**config.mk**
```make
export PLATFORM = sky130hd
export DESIGN_NAME = caseless_substring_hit_reporter_flat
export DESIGN_NICKNAME = d
export VERILOG_FILES = /design/src/rtl/cshr_pkg.sv /design/src/rtl/cshr_ifs.sv /design/src/rtl/caseless_substring_hit_reporter.sv /design/src/rtl/cshr_match.sv /design/src/flat_wrapper.sv
export SDC_FILE = /design/constraint.sdc
export NUM_CORES = 1
export LEC_CHECK = 0
export ABC_AREA = 0
export BUFFER_PORTS_ARGS = -buffer_cell sky130_fd_sc_hd__buf_4
export CAP_MARGIN = 10
export CORE_MARGIN = 10
export CORE_UTILIZATION = 30
export DETAILED_ROUTE_END_ITERATION = 16
export HOLD_SLACK_MARGIN = 0.15
export PLACE_DENSITY = 0.45
export SLEW_MARGIN = 20
export SYNTH_ARGS = -nofsm -noshare
export SYNTH_HDL_FRONTEND = slang
export SYNTH_SLANG_ARGS = --single-unit
export TNS_END_PERCENT = 20
```
**constraint.sdc**
```tcl
create_clock -name i_clk -period 94.5 [get_ports i_clk]
set_clock_uncertainty 0.15 [all_clocks]
set_input_delay 4.725 -clock i_clk [delete_from_list [all_inputs] [get_ports i_clk]]
set_output_delay 4.725 -clock i_clk [all_outputs]
set_load 0.01 [all_outputs]
```
**src/rtl/cshr_pkg.sv**
```systemverilog
// shared constants, types and helpers of the caseless substring hit reporter
`default_nettype none
package cshr_pkg;

    localparam int QUERY_MAX  = 64;
    localparam int LINE_MAX   = 1024;
    localparam int COUNT_BITS = 16;

    localparam int LEN_W  = $clog2(QUERY_MAX + 1);
    localparam int COL_W  = $clog2(LINE_MAX + 1);
    localparam int CMP_W  = (COL_W > LEN_W) ? COL_W : LEN_W;
    localparam int POS_W  = 10;
    localparam int VS_W   = (CMP_W > POS_W) ? CMP_W : POS_W;
    localparam int HIST_D = (QUERY_MAX > 1) ? QUERY_MAX - 1 : 1;

    localparam logic [COL_W-1:0] LINE_LIMIT = COL_W'(LINE_MAX);
    localparam logic [LEN_W-1:0] QUERY_FULL = LEN_W'(QUERY_MAX);

    typedef enum logic [1:0] {
        FUNC_CLEAR   = 2'd0,
        FUNC_APPEND  = 2'd1,
        FUNC_TEXT    = 2'd2,
        FUNC_ROW_END = 2'd3
    } t_func;

    typedef enum logic [1:0] {
        VS_BEFORE = 2'd0,
        VS_AT     = 2'd1,
        VS_AFTER  = 2'd2
    } t_vs;

    typedef struct packed {
        logic       clear;
        logic       append;
        logic       push;
        logic [7:0] data;
    } t_win_cmd;

    typedef struct packed {
        logic             hit;
        logic [LEN_W-1:0] len;
    } t_win_stat;

    function automatic logic [7:0] fold_case(input logic [7:0] c);
        logic [7:0] r;
        r = c;
        if (c >= 8'h41 && c <= 8'h5a) begin
            r = c + 8'h20;
        end
        return r;
    endfunction

endpackage
`default_nettype wire

```
**src/rtl/cshr_ifs.sv**
```systemverilog
// item channel interfaces of the caseless substring hit reporter
`default_nettype none
interface cshr_in_if;
    logic       valid;
    logic       ready;
    logic [1:0] func;
    logic [7:0] data_byte;
    logic [9:0] search_origin;

    modport source (output valid, func, data_byte, search_origin, input ready);
    modport sink   (input valid, func, data_byte, search_origin, output ready);
endinterface

interface cshr_out_if;
    logic        valid;
    logic        ready;
    logic        hit;
    logic [9:0]  hit_pos;
    logic [1:0]  hit_vs_origin;
    logic [9:0]  hit_index;
    logic [15:0] total_ordinal;
    logic [15:0] row_number;
    logic        row_done;
    logic [10:0] row_hits;

    modport source (output valid, hit, hit_pos, hit_vs_origin, hit_index,
                    total_ordinal, row_number, row_done, row_hits, input ready);
    modport sink   (input valid, hit, hit_pos, hit_vs_origin, hit_index,
                    total_ordinal, row_number, row_done, row_hits, output ready);
endinterface
`default_nettype wire

```
**src/rtl/caseless_substring_hit_reporter.sv**
```systemverilog
// top level of the caseless substring hit reporter
//
//  channel   dir  handshake     payload
//  i_item    in   valid/ready   func, data_byte, search_origin
//  o_result  out  valid/ready   hit, hit_pos, hit_vs_origin, hit_index,
//                               total_ordinal, row_number, row_done, row_hits
//
// one item per cycle unless stalled; text byte and row end results register on accept
// the whole window compare and counter update sit between the input and result register
// clear and query append give no result and only update state
// i_item.ready drops only while a result waits and o_result.ready is low
// synchronous active-low reset empties the query and zeroes column and counters
`default_nettype none
module caseless_substring_hit_reporter (
    input  wire logic    i_clk,
    input  wire logic    i_rst_n,
    cshr_in_if.sink      i_item,
    cshr_out_if.source   o_result
);

    logic                            w_acc;
    cshr_pkg::t_func                 w_func;
    cshr_pkg::t_win_cmd              w_cmd;
    cshr_pkg::t_win_stat             w_stat;
    logic [cshr_pkg::COL_W-1:0]      w_col_inc;
    logic [cshr_pkg::CMP_W-1:0]      w_start;
    logic                            w_hit;
    logic                            w_result;
    cshr_pkg::t_vs                   w_vs;

    logic [cshr_pkg::COL_W-1:0]      r_column,   n_column;
    logic [cshr_pkg::COL_W-1:0]      r_row_hits, n_row_hits;
    logic [cshr_pkg::COUNT_BITS-1:0] r_total,    n_total;
    logic [cshr_pkg::COUNT_BITS-1:0] r_row,      n_row;
    logic                            r_valid;

    logic        r_hit;
    logic [9:0]  r_hit_pos;
    logic [1:0]  r_hit_vs;
    logic [9:0]  r_row_occ;
    logic [15:0] r_total_ord;
    logic [15:0] r_row_number;
    logic        r_row_done;
    logic [10:0] r_row_hits_out;

    assign i_item.ready = !r_valid || o_result.ready;
    assign w_acc        = i_item.valid && i_item.ready;
    assign w_func       = cshr_pkg::t_func'(i_item.func);

    assign w_cmd.clear  = w_acc && (w_func == cshr_pkg::FUNC_CLEAR);
    assign w_cmd.append = w_acc && (w_func == cshr_pkg::FUNC_APPEND);
    assign w_cmd.push   = w_acc && (w_func == cshr_pkg::FUNC_TEXT)
                          && (r_column < cshr_pkg::LINE_LIMIT);
    assign w_cmd.data   = i_item.data_byte;
    assign w_result     = w_acc && (w_func == cshr_pkg::FUNC_TEXT
                                    || w_func == cshr_pkg::FUNC_ROW_END);

    cshr_match u_match (
        .i_clk   (i_clk),
        .i_rst_n (i_rst_n),
        .i_cmd   (w_cmd),
        .o_stat  (w_stat)
    );

    assign w_col_inc = r_column + 1'b1;
    assign w_start   = cshr_pkg::CMP_W'(w_col_inc) - cshr_pkg::CMP_W'(w_stat.len);
    assign w_hit     = w_cmd.push && w_stat.hit
                       && (cshr_pkg::CMP_W'(w_col_inc) >= cshr_pkg::CMP_W'(w_stat.len));

    always_comb begin
        if (cshr_pkg::VS_W'(w_start) < cshr_pkg::VS_W'(i_item.search_origin)) begin
            w_vs = cshr_pkg::VS_BEFORE;
        end else if (cshr_pkg::VS_W'(w_start) == cshr_pkg::VS_W'(i_item.search_origin)) begin
            w_vs = cshr_pkg::VS_AT;
        end else begin
            w_vs = cshr_pkg::VS_AFTER;
        end
    end

    always_comb begin
        n_column   = r_column;
        n_row_hits = r_row_hits;
        n_total    = r_total;
        n_row      = r_row;
        if (w_acc) begin
            case (w_func)
                cshr_pkg::FUNC_CLEAR: begin
                    n_column   = '0;
                    n_row_hits = '0;
                    n_total    = '0;
                    n_row      = '0;
                end
                cshr_pkg::FUNC_APPEND: begin
                end
                cshr_pkg::FUNC_TEXT: begin
                    if (w_cmd.push) begin
                        n_column = w_col_inc;
                    end
                    if (w_hit) begin
                        if (r_row_hits < cshr_pkg::LINE_LIMIT) begin
                            n_row_hits = r_row_hits + 1'b1;
                        end
                        if (!(&r_total)) begin
                            n_total = r_total + 1'b1;
                        end
                    end
                end
                cshr_pkg::FUNC_ROW_END: begin
                    n_column   = '0;
                    n_row_hits = '0;
                    if (!(&r_row)) begin
                        n_row = r_row + 1'b1;
                    end
                end
                default: begin
                end
            endcase
        end
    end

    always_ff @(posedge i_clk) begin
        if (!i_rst_n) begin
            r_column   <= '0;
            r_row_hits <= '0;
            r_total    <= '0;
            r_row      <= '0;
            r_valid    <= 1'b0;
        end else begin
            r_column   <= n_column;
            r_row_hits <= n_row_hits;
            r_total    <= n_total;
            r_row      <= n_row;
            if (w_result) begin
                r_valid <= 1'b1;
            end else if (o_result.ready) begin
                r_valid <= 1'b0;
            end
        end
    end

    // result payload, loaded only with a new result
    always_ff @(posedge i_clk) begin
        if (w_result) begin
            r_hit          <= w_hit;
            r_hit_pos      <= w_hit ? 10'(w_start) : 10'd0;
            r_hit_vs       <= w_hit ? w_vs : cshr_pkg::VS_BEFORE;
            r_row_occ      <= w_hit ? 10'(r_row_hits) : 10'd0;
            r_total_ord    <= w_hit ? 16'(n_total) : 16'd0;
            r_row_number   <= 16'(r_row);
            r_row_done     <= (w_func == cshr_pkg::FUNC_ROW_END);
            r_row_hits_out <= (w_func == cshr_pkg::FUNC_ROW_END) ? 11'(r_row_hits) : 11'd0;
        end
    end

    assign o_result.valid          = r_valid;
    assign o_result.hit            = r_hit;
    assign o_result.hit_pos        = r_hit_pos;
    assign o_result.hit_vs_origin  = r_hit_vs;
    assign o_result.hit_index      = r_row_occ;
    assign o_result.total_ordinal  = r_total_ord;
    assign o_result.row_number     = r_row_number;
    assign o_result.row_done       = r_row_done;
    assign o_result.row_hits       = r_row_hits_out;

    a_stall_blocks_input: assert property (@(posedge i_clk) disable iff (!i_rst_n)
        r_valid && !o_result.ready |-> !i_item.ready)
        else $error("input accepted while a result is stalled");

    a_clear_zeroes: assert property (@(posedge i_clk) disable iff (!i_rst_n)
        w_cmd.clear |=> r_total == '0 && r_row == '0 && r_column == '0)
        else $error("clear left counters set");

    a_hit_not_row_end: assert property (@(posedge i_clk) disable iff (!i_rst_n)
        r_valid |-> !(r_hit && r_row_done))
        else $error("hit reported on a row end result");

    a_miss_fields_zero: assert property (@(posedge i_clk) disable iff (!i_rst_n)
        r_valid && !r_hit |-> r_hit_pos == '0 && r_row_occ == '0 && r_total_ord == '0)
        else $error("hit fields set without a hit");

endmodule
`default_nettype wire

```
**src/rtl/cshr_match.sv**
```systemverilog
// reversed query lanes, text history and parallel window compare
`default_nettype none
module cshr_match (
    input  wire logic               i_clk,
    input  wire logic               i_rst_n,
    input  wire cshr_pkg::t_win_cmd i_cmd,
    output cshr_pkg::t_win_stat     o_stat
);

    // r_qrev[a] holds the query byte that lines up with the text byte of age a
    logic [7:0]                   r_qrev   [cshr_pkg::QUERY_MAX];
    logic [7:0]                   r_recent [cshr_pkg::HIST_D];
    logic [cshr_pkg::LEN_W-1:0]   r_len;
    logic [cshr_pkg::QUERY_MAX-1:0] w_lane_ok;
    logic [7:0]                   w_fold;

    assign w_fold = cshr_pkg::fold_case(i_cmd.data);

    always_ff @(posedge i_clk) begin
        if (!i_rst_n) begin
            r_len <= '0;
        end else if (i_cmd.clear) begin
            r_len <= '0;
        end else if (i_cmd.append && r_len != cshr_pkg::QUERY_FULL) begin
            r_len <= r_len + 1'b1;
        end
    end

    always_ff @(posedge i_clk) begin
        if (i_cmd.append && r_len != cshr_pkg::QUERY_FULL) begin
            r_qrev[0] <= w_fold;
            for (int a = 1; a < cshr_pkg::QUERY_MAX; a++) begin
                r_qrev[a] <= r_qrev[a-1];
            end
        end
    end

    always_ff @(posedge i_clk) begin
        if (i_cmd.push) begin
            r_recent[0] <= w_fold;
            for (int a = 1; a < cshr_pkg::HIST_D; a++) begin
                r_recent[a] <= r_recent[a-1];
            end
        end
    end

    // lane a compares against the window as it stands after the new byte
    for (genvar a = 0; a < cshr_pkg::QUERY_MAX; a++) begin : g_lane
        if (a == 0) begin : g_new
            assign w_lane_ok[a] = (r_qrev[a] == w_fold)
                                  || !(cshr_pkg::LEN_W'(a) < r_len);
        end else begin : g_old
            assign w_lane_ok[a] = (r_qrev[a] == r_recent[a-1])
                                  || !(cshr_pkg::LEN_W'(a) < r_len);
        end
    end

    assign o_stat.hit = (r_len != '0) && (&w_lane_ok);
    assign o_stat.len = r_len;

endmodule
`default_nettype wire
```
**src/flat_wrapper.sv**
```systemverilog
// flat-port wrapper written by rule: the top's interface ports become plain ports
module caseless_substring_hit_reporter_flat 
  (i_clk, i_rst_n, i_item_valid, i_item_func, i_item_data_byte, i_item_search_origin, i_item_ready, o_result_valid, o_result_hit, o_result_hit_pos, o_result_hit_vs_origin, o_result_hit_index, o_result_total_ordinal, o_result_row_number, o_result_row_done, o_result_row_hits, o_result_ready);
  cshr_in_if i_item_i ();
  cshr_out_if o_result_i ();
  input  wire logic i_clk;
  input  wire logic i_rst_n;
  input wire logic [$bits(i_item_i.valid)-1:0] i_item_valid;
  input wire logic [$bits(i_item_i.func)-1:0] i_item_func;
  input wire logic [$bits(i_item_i.data_byte)-1:0] i_item_data_byte;
  input wire logic [$bits(i_item_i.search_origin)-1:0] i_item_search_origin;
  output wire logic [$bits(i_item_i.ready)-1:0] i_item_ready;
  output wire logic [$bits(o_result_i.valid)-1:0] o_result_valid;
  output wire logic [$bits(o_result_i.hit)-1:0] o_result_hit;
  output wire logic [$bits(o_result_i.hit_pos)-1:0] o_result_hit_pos;
  output wire logic [$bits(o_result_i.hit_vs_origin)-1:0] o_result_hit_vs_origin;
  output wire logic [$bits(o_result_i.hit_index)-1:0] o_result_hit_index;
  output wire logic [$bits(o_result_i.total_ordinal)-1:0] o_result_total_ordinal;
  output wire logic [$bits(o_result_i.row_number)-1:0] o_result_row_number;
  output wire logic [$bits(o_result_i.row_done)-1:0] o_result_row_done;
  output wire logic [$bits(o_result_i.row_hits)-1:0] o_result_row_hits;
  input wire logic [$bits(o_result_i.ready)-1:0] o_result_ready;
  assign i_item_i.valid = i_item_valid;
  assign i_item_i.func = i_item_func;
  assign i_item_i.data_byte = i_item_data_byte;
  assign i_item_i.search_origin = i_item_search_origin;
  assign i_item_ready = i_item_i.ready;
  assign o_result_valid = o_result_i.valid;
  assign o_result_hit = o_result_i.hit;
  assign o_result_hit_pos = o_result_i.hit_pos;
  assign o_result_hit_vs_origin = o_result_i.hit_vs_origin;
  assign o_result_hit_index = o_result_i.hit_index;
  assign o_result_total_ordinal = o_result_i.total_ordinal;
  assign o_result_row_number = o_result_i.row_number;
  assign o_result_row_done = o_result_i.row_done;
  assign o_result_row_hits = o_result_i.row_hits;
  assign o_result_i.ready = o_result_ready;
  caseless_substring_hit_reporter u_core (.i_clk(i_clk), .i_rst_n(i_rst_n), .i_item(i_item_i), .o_result(o_result_i));
endmodule
```
==> results of run 1 <==
==> synth_stat cells, types with 6 or more instances <==
master     count
edfxtp_1    1083
xor2_1       349
xnor2_1      191
nor4_1        99
nor2_1        89
nand2_1       88
nand4_1       73
a21oi_1       64
dfxtp_1       62
nand3_1       43
inv_1         41
o21ai_0       41
clkbuf_1      29
ha_1          28
and2_1        27
nor3_1        21
or3_1         18
a21o_1        11
and3_1        11
o21a_1        11
a211oi_1      10
o21ai_1        9
o22ai_1        9
nor2b_1        8
a31oi_1        7
o2111ai_1      6
o211ai_1       6
o41ai_1        6
==> state kept, by name, summed over array words and instances, names as in the netlist <==
name	flops
u_core.r_row_hits	11
u_core.o_result.total_ordinal	16
u_core.o_result.hit_vs_origin	2
u_core.r_total	16
u_core.o_result.hit	1
u_core.o_result.hit_index	10
u_core.r_row	16
u_core.u_match.r_recent	504
u_core.o_result.hit_pos	10
u_core.u_match.r_qrev	512
u_core.o_result.valid	1
u_core.r_column	11
u_core.o_result.row_number	16
u_core.u_match.r_len	7
u_core.o_result.row_hits	11
u_core.o_result.row_done	1
==> worst max-delay path by stage <==
stage / startpoint / to / slack, ps
floorplan: o_result_ready / u_core.u_match.r_len[5]$_SDFFE_PP0P_ / 59540
detailed placement: o_result_ready / i_item_ready / 84410
global route: o_result_ready / i_item_ready / 84370
CTS: o_result_ready / i_item_ready / 84410
global placement: o_result_ready / i_item_ready / 84400
finish: o_result_ready / i_item_ready / 84400
==> worst register-to-register path, cell delays in order, from the launching register on <==
cell and delay (ps):
dfxtp_1 820, inv_1 340, ha_1 400, a41oi_4 190
buf_4 680, buf_12 670, buf_12 1130, buf_4 890
==> cells by family (layout without fill, tap and decap cells) <==
family / after synthesis / in the layout / synth area share
DFF: 1145 / 1145 / 0.773
xor gates and xnor gates: 540 / 540 / 0.108
and+or+nand+nor: 512 / 512 / 0.0641
AOI/OAI and AO/OA: 235 / 235 / 0.0357
buffers and inverters: 83 / 383 / 0.00822
adders and majority gates: 29 / 29 / 0.00848
muxes: 8 / 8 / 0.00192
==> routing by layer <==
layer / part of all wire / routed length, um / global-route usage / vias to the layer above
met2: 0.47 / 46800 / 0.192 / 506
li1: - / - / - / 10117
met5: 0 / 0 / 0 / -
met3: 0.046 / 4570 / 0.0237 / 158
met4: 0.023 / 2300 / 0.0327 / 0
met1: 0.46 / 45100 / 0.162 / 11216
==> through the flow <==
step,power [mW],std cells,hold WS [ps]
floorplan,0.617,2552,276
global placement,0.616,4534,300
detailed placement,0.616,4534,305
CTS,1.09,4755,292
global route,1.11,4755,309
finish,1.07,4755,289
==> layout by cell type, fill, tap and decap left out, types with 27 or more instances in the layout <==
| cell | Yosys | layout |
|---|---|---|
| ha_1 | 28 | 28 |
| xnor2_1 | 191 | 191 |
| nor2_1 | 89 | 88 |
| xor2_1 | 349 | 349 |
| o21ai_0 | 41 | 40 |
| nand4_1 | 73 | 73 |
| edfxtp_1 | 1083 | 1083 |
| nand2_1 | 88 | 88 |
| nand3_1 | 43 | 43 |
| and2_1 | 27 | 27 |
| nor4_1 | 99 | 98 |
| inv_1 | 41 | 40 |
| dfxtp_1 | 62 | 62 |
| clkbuf_16 | 0 | 124 |
| buf_4 | 1 | 114 |
| a21oi_1 | 64 | 64 |
==> power breakdown <==
group	total [mW]	internal, mW	switching, mW
logic	0.0291	0.00967	0.0194
registers	0.576	0.567	0.00870
clock network	0.467	0.268	0.199
==> layout make-up <==
cell class	count	area (um^2)	area share
clock buffer	148	3190	0.0629
clock inverter	73	766	0.0151
inverter	45	169	0.00333
multi-input combinational	1324	9580	0.189
sequential	1145	33800	0.665
tap	1903	2380	0.0469
timing repair buffer	117	916	0.0180
==> qor.csv, run 1 <==
metric,value,unit
status,completed,
nNetsFinal,2806,
synth_top_cell_by_area,edfxtp_1,
cp_num_buf_inv,2,
yosysWarnings,0,
final_area,50800,um^2
cp_slowest_stage_delay,210,ps
dpl-instance-area,46800,um^2
drive_above_1_share,0.112,
final-hold-violation-count,0,
crit_slowest_cell,nand2b_1,
cts_buffer_depth,3,
syn2layout_area_growth,16.3,%
vias,21997,
hold_depth,0,
cp_max_fo,6,
hp-start,u_core.u_match.r_recent[0][38]$_DFFE_PP_,
start_util,0.303,
clockRootBuffer,clkbuf_16,
coreArea,144000,um^2
fp.dieArea,161000,um^2
grt_pass1_wl,148000,um
dp_slack,84410,ps
rrSetupSlack,88810,ps
maxCapViolCount,0,
track_usage,0.119,
holdPathEnd,u_core.u_match.r_recent[0][46]$_DFFE_PP_,
power_density,21.1,nW/um^2
ir_drop,0.0000141,V
power_leakage,16.3,nW
post-route-util,0.352,
gr-total-overflow,0,
cts_tree,built,
cts_sinks,1145,
postCtsSetupRepairBufs,0,
r2r-end,u_core.u_match.r_qrev[3][7]$_DFFE_PP_,
tightest_slew,1110,ps
worst_path_most_repeated_cell,buf_4,
finalCritPeriodShare,0.107,
critPathRequiredTime,89620,ps
reg2reg_depth,7,
viasPerCell,4.63,
relSlewSlack,0.255,
synthCells,2552,
avgRoutedWirePerCell,20.8,um
worstSetupStartpointType,input pin,
crit_arrival,5220,ps
cts_resized,0,
drc,0,
htree_num_levels,3,
n_fill_cell,13463,
num_antenna_cells,0,
setup_tns,0,ps
drt_iter0_markers,1640,
setup_viol,0,
finalCriticalPeriod,10100,ps
synth.distinct_cells,87,
rsz0062_at_grt,false,
fp-row-count,139,
clkSlewWorstSetupHoldPaths,60,ps
ys_ff_latch,1145,
cp_top_family,buffers and inverters,
yosysSeqAreaShare,0.773,
chipHeight,402,um
cts_made_buffers,120,
first_pass_iters,5,
syn_area,43700,um^2
final_max_slew_viol_count,0,
ant_nets,0,
syn_avg_cell_area,17.1,um^2
crit_chain,"buf_4, nand2b_1, buf_4",
synth_fp_nets,2605,
synth_edf_count,1083,
fin_ws,84400,ps
synthFlopType,edfxtp_1,
grt_max_degree,173,
synth_area_leaders,"edfxtp_1 74%, xor2_1 7.0%, xnor2_1 3.8%",
crit_path_end_kind,output pin,
wirelength,98700,um
hold_buffers,0,
clk_latency,760,ps
fmaxAchievable,0.0991,GHz
dpl.hpwl,65400,um
async_flop_share,0,
ios,93,
antenna_found_initial,1,
worstSetupPathDepth,3,
worstSetupPathType,in2out,
gp_congestion,0.826,
port_buffers,92,
hold_class,reg2reg,
die_w,402,um
rr_startpoint,u_core.u_match.r_len[0]$_SDFFE_PP0P_,
grt_pass1_vias,22844,
yosysTopAreaCellShare,0.745,
Power figures use the tool's default switching activity.
==> run 2, diff against run 1 <==
clock period = 9.5 ns   (was 94.5 ns; I/O delays follow)
==> qor.csv, run 2 (same netlist as run 1, synthesis figures left out) <==
metric,value,unit,change
final-hold-violation-count,0,,unchanged
setup_tns,0,ps,unchanged
clockRootBuffer,clkbuf_16,,
p_sw_frac,0.208,,-0.00403
drt_iter0_markers,1581,,-3.6%
cts_tree,built,,
cp_num_buf_inv,4,,+2
wirelength,99800,um,+1.2%
cp_top_family,compound AO/OA/AOI/OAI gates,,
first_pass_iters,5,,unchanged
final_max_slew_viol_count,0,,unchanged
gr-total-overflow,0,,unchanged
drive_above_1_share,0.115,,+0.00271
dpl.hpwl,67300,um,+3.0%
worstSetupPathType,reg2reg,,
power_leakage,16.3,nW,+0.24%
vias,22006,,+0.041%
tightest_slew,1140,ps,+29.2 ps
track_usage,0.121,,+0.00183
rr_startpoint,u_core.u_match.r_len[1]$_SDFFE_PP0P_,,
gp_congestion,0.819,,-0.87%
grt_pass1_wl,151000,um,+1.6%
clkSlewWorstSetupHoldPaths,60,ps,about the same
viasPerCell,4.62,,-0.19%
top_regs,"u_core.u_match.r_qrev x512, u_core.u_match.r_recent x504",,
p_switching,2.21,mW,+870%
cp_slowest_stage_delay,1010,ps,+800 ps
final_cell_mix,"1,083 x edfxtp_1, 349 x xor2_1, 191 x xnor2_1, 119 x clkbuf_16, 111 x buf_4",,
rrSetupSlack,4190,ps,"-84,620 ps"
die_w,402,um,unchanged
clk_latency,730,ps,-30 ps
crit_slowest_cell,o21ai_1,,
syn2layout_area_growth,16.5,%,
regMostFlops,u_core.u_match.r_qrev,,
final_common_cell,edfxtp_1,,
chipHeight,402,um,unchanged
ant_nets,0,,unchanged
holdPathEnd,u_core.u_match.r_qrev[9][24]$_DFFE_PP_,,
maxCapViolCount,0,,unchanged
coreArea,144000,um^2,unchanged
fp.dieArea,161000,um^2,unchanged
dp.cells,4534,,unchanged
drc,0,,unchanged
nNetsFinal,2818,,+0.43%
crit_arrival,5770,ps,+550 ps
rsz0062_at_grt,false,,
internal_power,8.42,mW,+900%
finalCritPeriodShare,0.559,,
reg2reg_depth,12,,+5
postCtsSetupRepairBufs,0,,unchanged
total_power,10.6,mW,+890%
r2r-end,u_core.r_total[11]$_SDFF_PN0_,,
worstSetupStartpointType,flip-flop,,
crit_path_end_kind,flip-flop,,
largest_reg_flops,512,,unchanged
status,completed,,
crit_chain,"inv_1, o21ai_1, o22ai_1, nand4b_1, a2111oi_1, clkdlybuf4s18_2, a211o_1, nand4_1, buf_4, inv_2, and2_1, o221a_1",,
fp-row-count,139,,unchanged
grt_pass1_vias,23114,,+1.2%
port_buffers,92,,unchanged
ios,93,,unchanged
grt_max_degree,182,,+5.2%
relSlewSlack,0.236,,-0.0189
fin_cells,4766,,+0.23%
cp_max_fo,40,,+34
cts_sinks,1145,,unchanged
hp-start,u_core.u_match.r_qrev[9][16]$_DFFE_PP_,,
p_clk_frac,0.433,,-0.003
cts_made_buffers,119,,-0.83%
power_density,209,nW/um^2,+890%
power.share.sequential,0.539,,+0.002
num_antenna_cells,0,,unchanged
hold_depth,0,,unchanged
pwr-share-comb,0.028,,about the same
ir_drop,0.000163,V,+1100%
start_util,0.303,,unchanged
finalCriticalPeriod,5310,ps,
hold_class,reg2reg,,
avgRoutedWirePerCell,20.9,um,+0.92%
fmaxAchievable,0.188,GHz,
critPathRequiredTime,9960,ps,"-79,660 ps"
cts_buffer_depth,3,,unchanged
antenna_found_initial,2,,+1
htree_num_levels,3,,unchanged
setup_viol,0,,unchanged
[run 2: repair_timing]
action                    in CTS  in global routing
hold buffers                  12                  0
hold endpoints to repair      38                  0
resized for setup              0                  0
[run 2: how the worst max path moves through the flow]
stage	start	to	slack [ps]	cells after the start
after CTS	u_core.u_match.r_len[1]$_SDFFE_PP0P_	u_core.o_result.total_ordinal[8]$_SDFFCE_PP0P_	4120	12
after global placement	u_core.u_match.r_len[2]$_SDFFE_PP0P_	u_core.o_result.total_ordinal[8]$_SDFFCE_PP0P_	3790	11
final	u_core.u_match.r_len[1]$_SDFFE_PP0P_	u_core.r_total[11]$_SDFF_PN0_	4190	12
after detailed placement	u_core.u_match.r_len[1]$_SDFFE_PP0P_	u_core.o_result.total_ordinal[8]$_SDFFCE_PP0P_	4160	12
after floorplan	o_result_ready	u_core.u_match.r_len[5]$_SDFFE_PP0P_	-2470	9
after global routing	u_core.u_match.r_len[1]$_SDFFE_PP0P_	u_core.o_result.total_ordinal[8]$_SDFFCE_PP0P_	3990	12
[run 2: worst register-to-register path: cells and delay by family, from the launching register on]
kind,cells,cell delay (ps)
compound gates,5,1990
buf+inv,4,1620
flops,1,890
simple gates,3,550
[run 2: through the flow]
stage / setup WS [ps] / cell area (um^2) / utilization / hold slack, ps
global route: 3990 / 50900 / 0.353 / 317
CTS: 4120 / 50900 / 0.353 / 295
floorplan: -2470 / 43700 / - / 276
finish: 4190 / 50900 / 0.353 / 309
detailed placement: 4160 / 46900 / 0.325 / 304
global placement: 3790 / 46900 / 0.325 / 302
[run 2: layer usage]
layer / vias to the layer above / routed length (um) / track usage
met5: - / 0 / 0
met4: 0 / 2180 / 0.0320
met3: 159 / 3890 / 0.0217
met2: 460 / 48700 / 0.202
met1: 11215 / 45000 / 0.161
li1: 10172 / - / -
[run 2: power groups by stage]
stage | clock [mW] | combinational, mW | sequential, mW
2_1_floorplan | 0 | 0.177 | 5.86
3_3_place_gp | 0 | 0.295 | 5.84
3_5_place_dp | 0 | 0.297 | 5.84
4_1_cts | 4.75 | 0.303 | 5.73
5_1_grt | 4.95 | 0.327 | 5.74
6_report | 4.60 | 0.296 | 5.73
[run 2: area by class of cell]
cell class / instances / area [um^2]
inverters: 45 / 169
multi-input cells: 1324 / 9630
clock inverters: 66 / 681
flip-flops and latches: 1145 / 33800
repair buffers: 130 / 1090
clock buffers: 153 / 3180
fillers: 13408 / 93300
well taps: 1903 / 2380
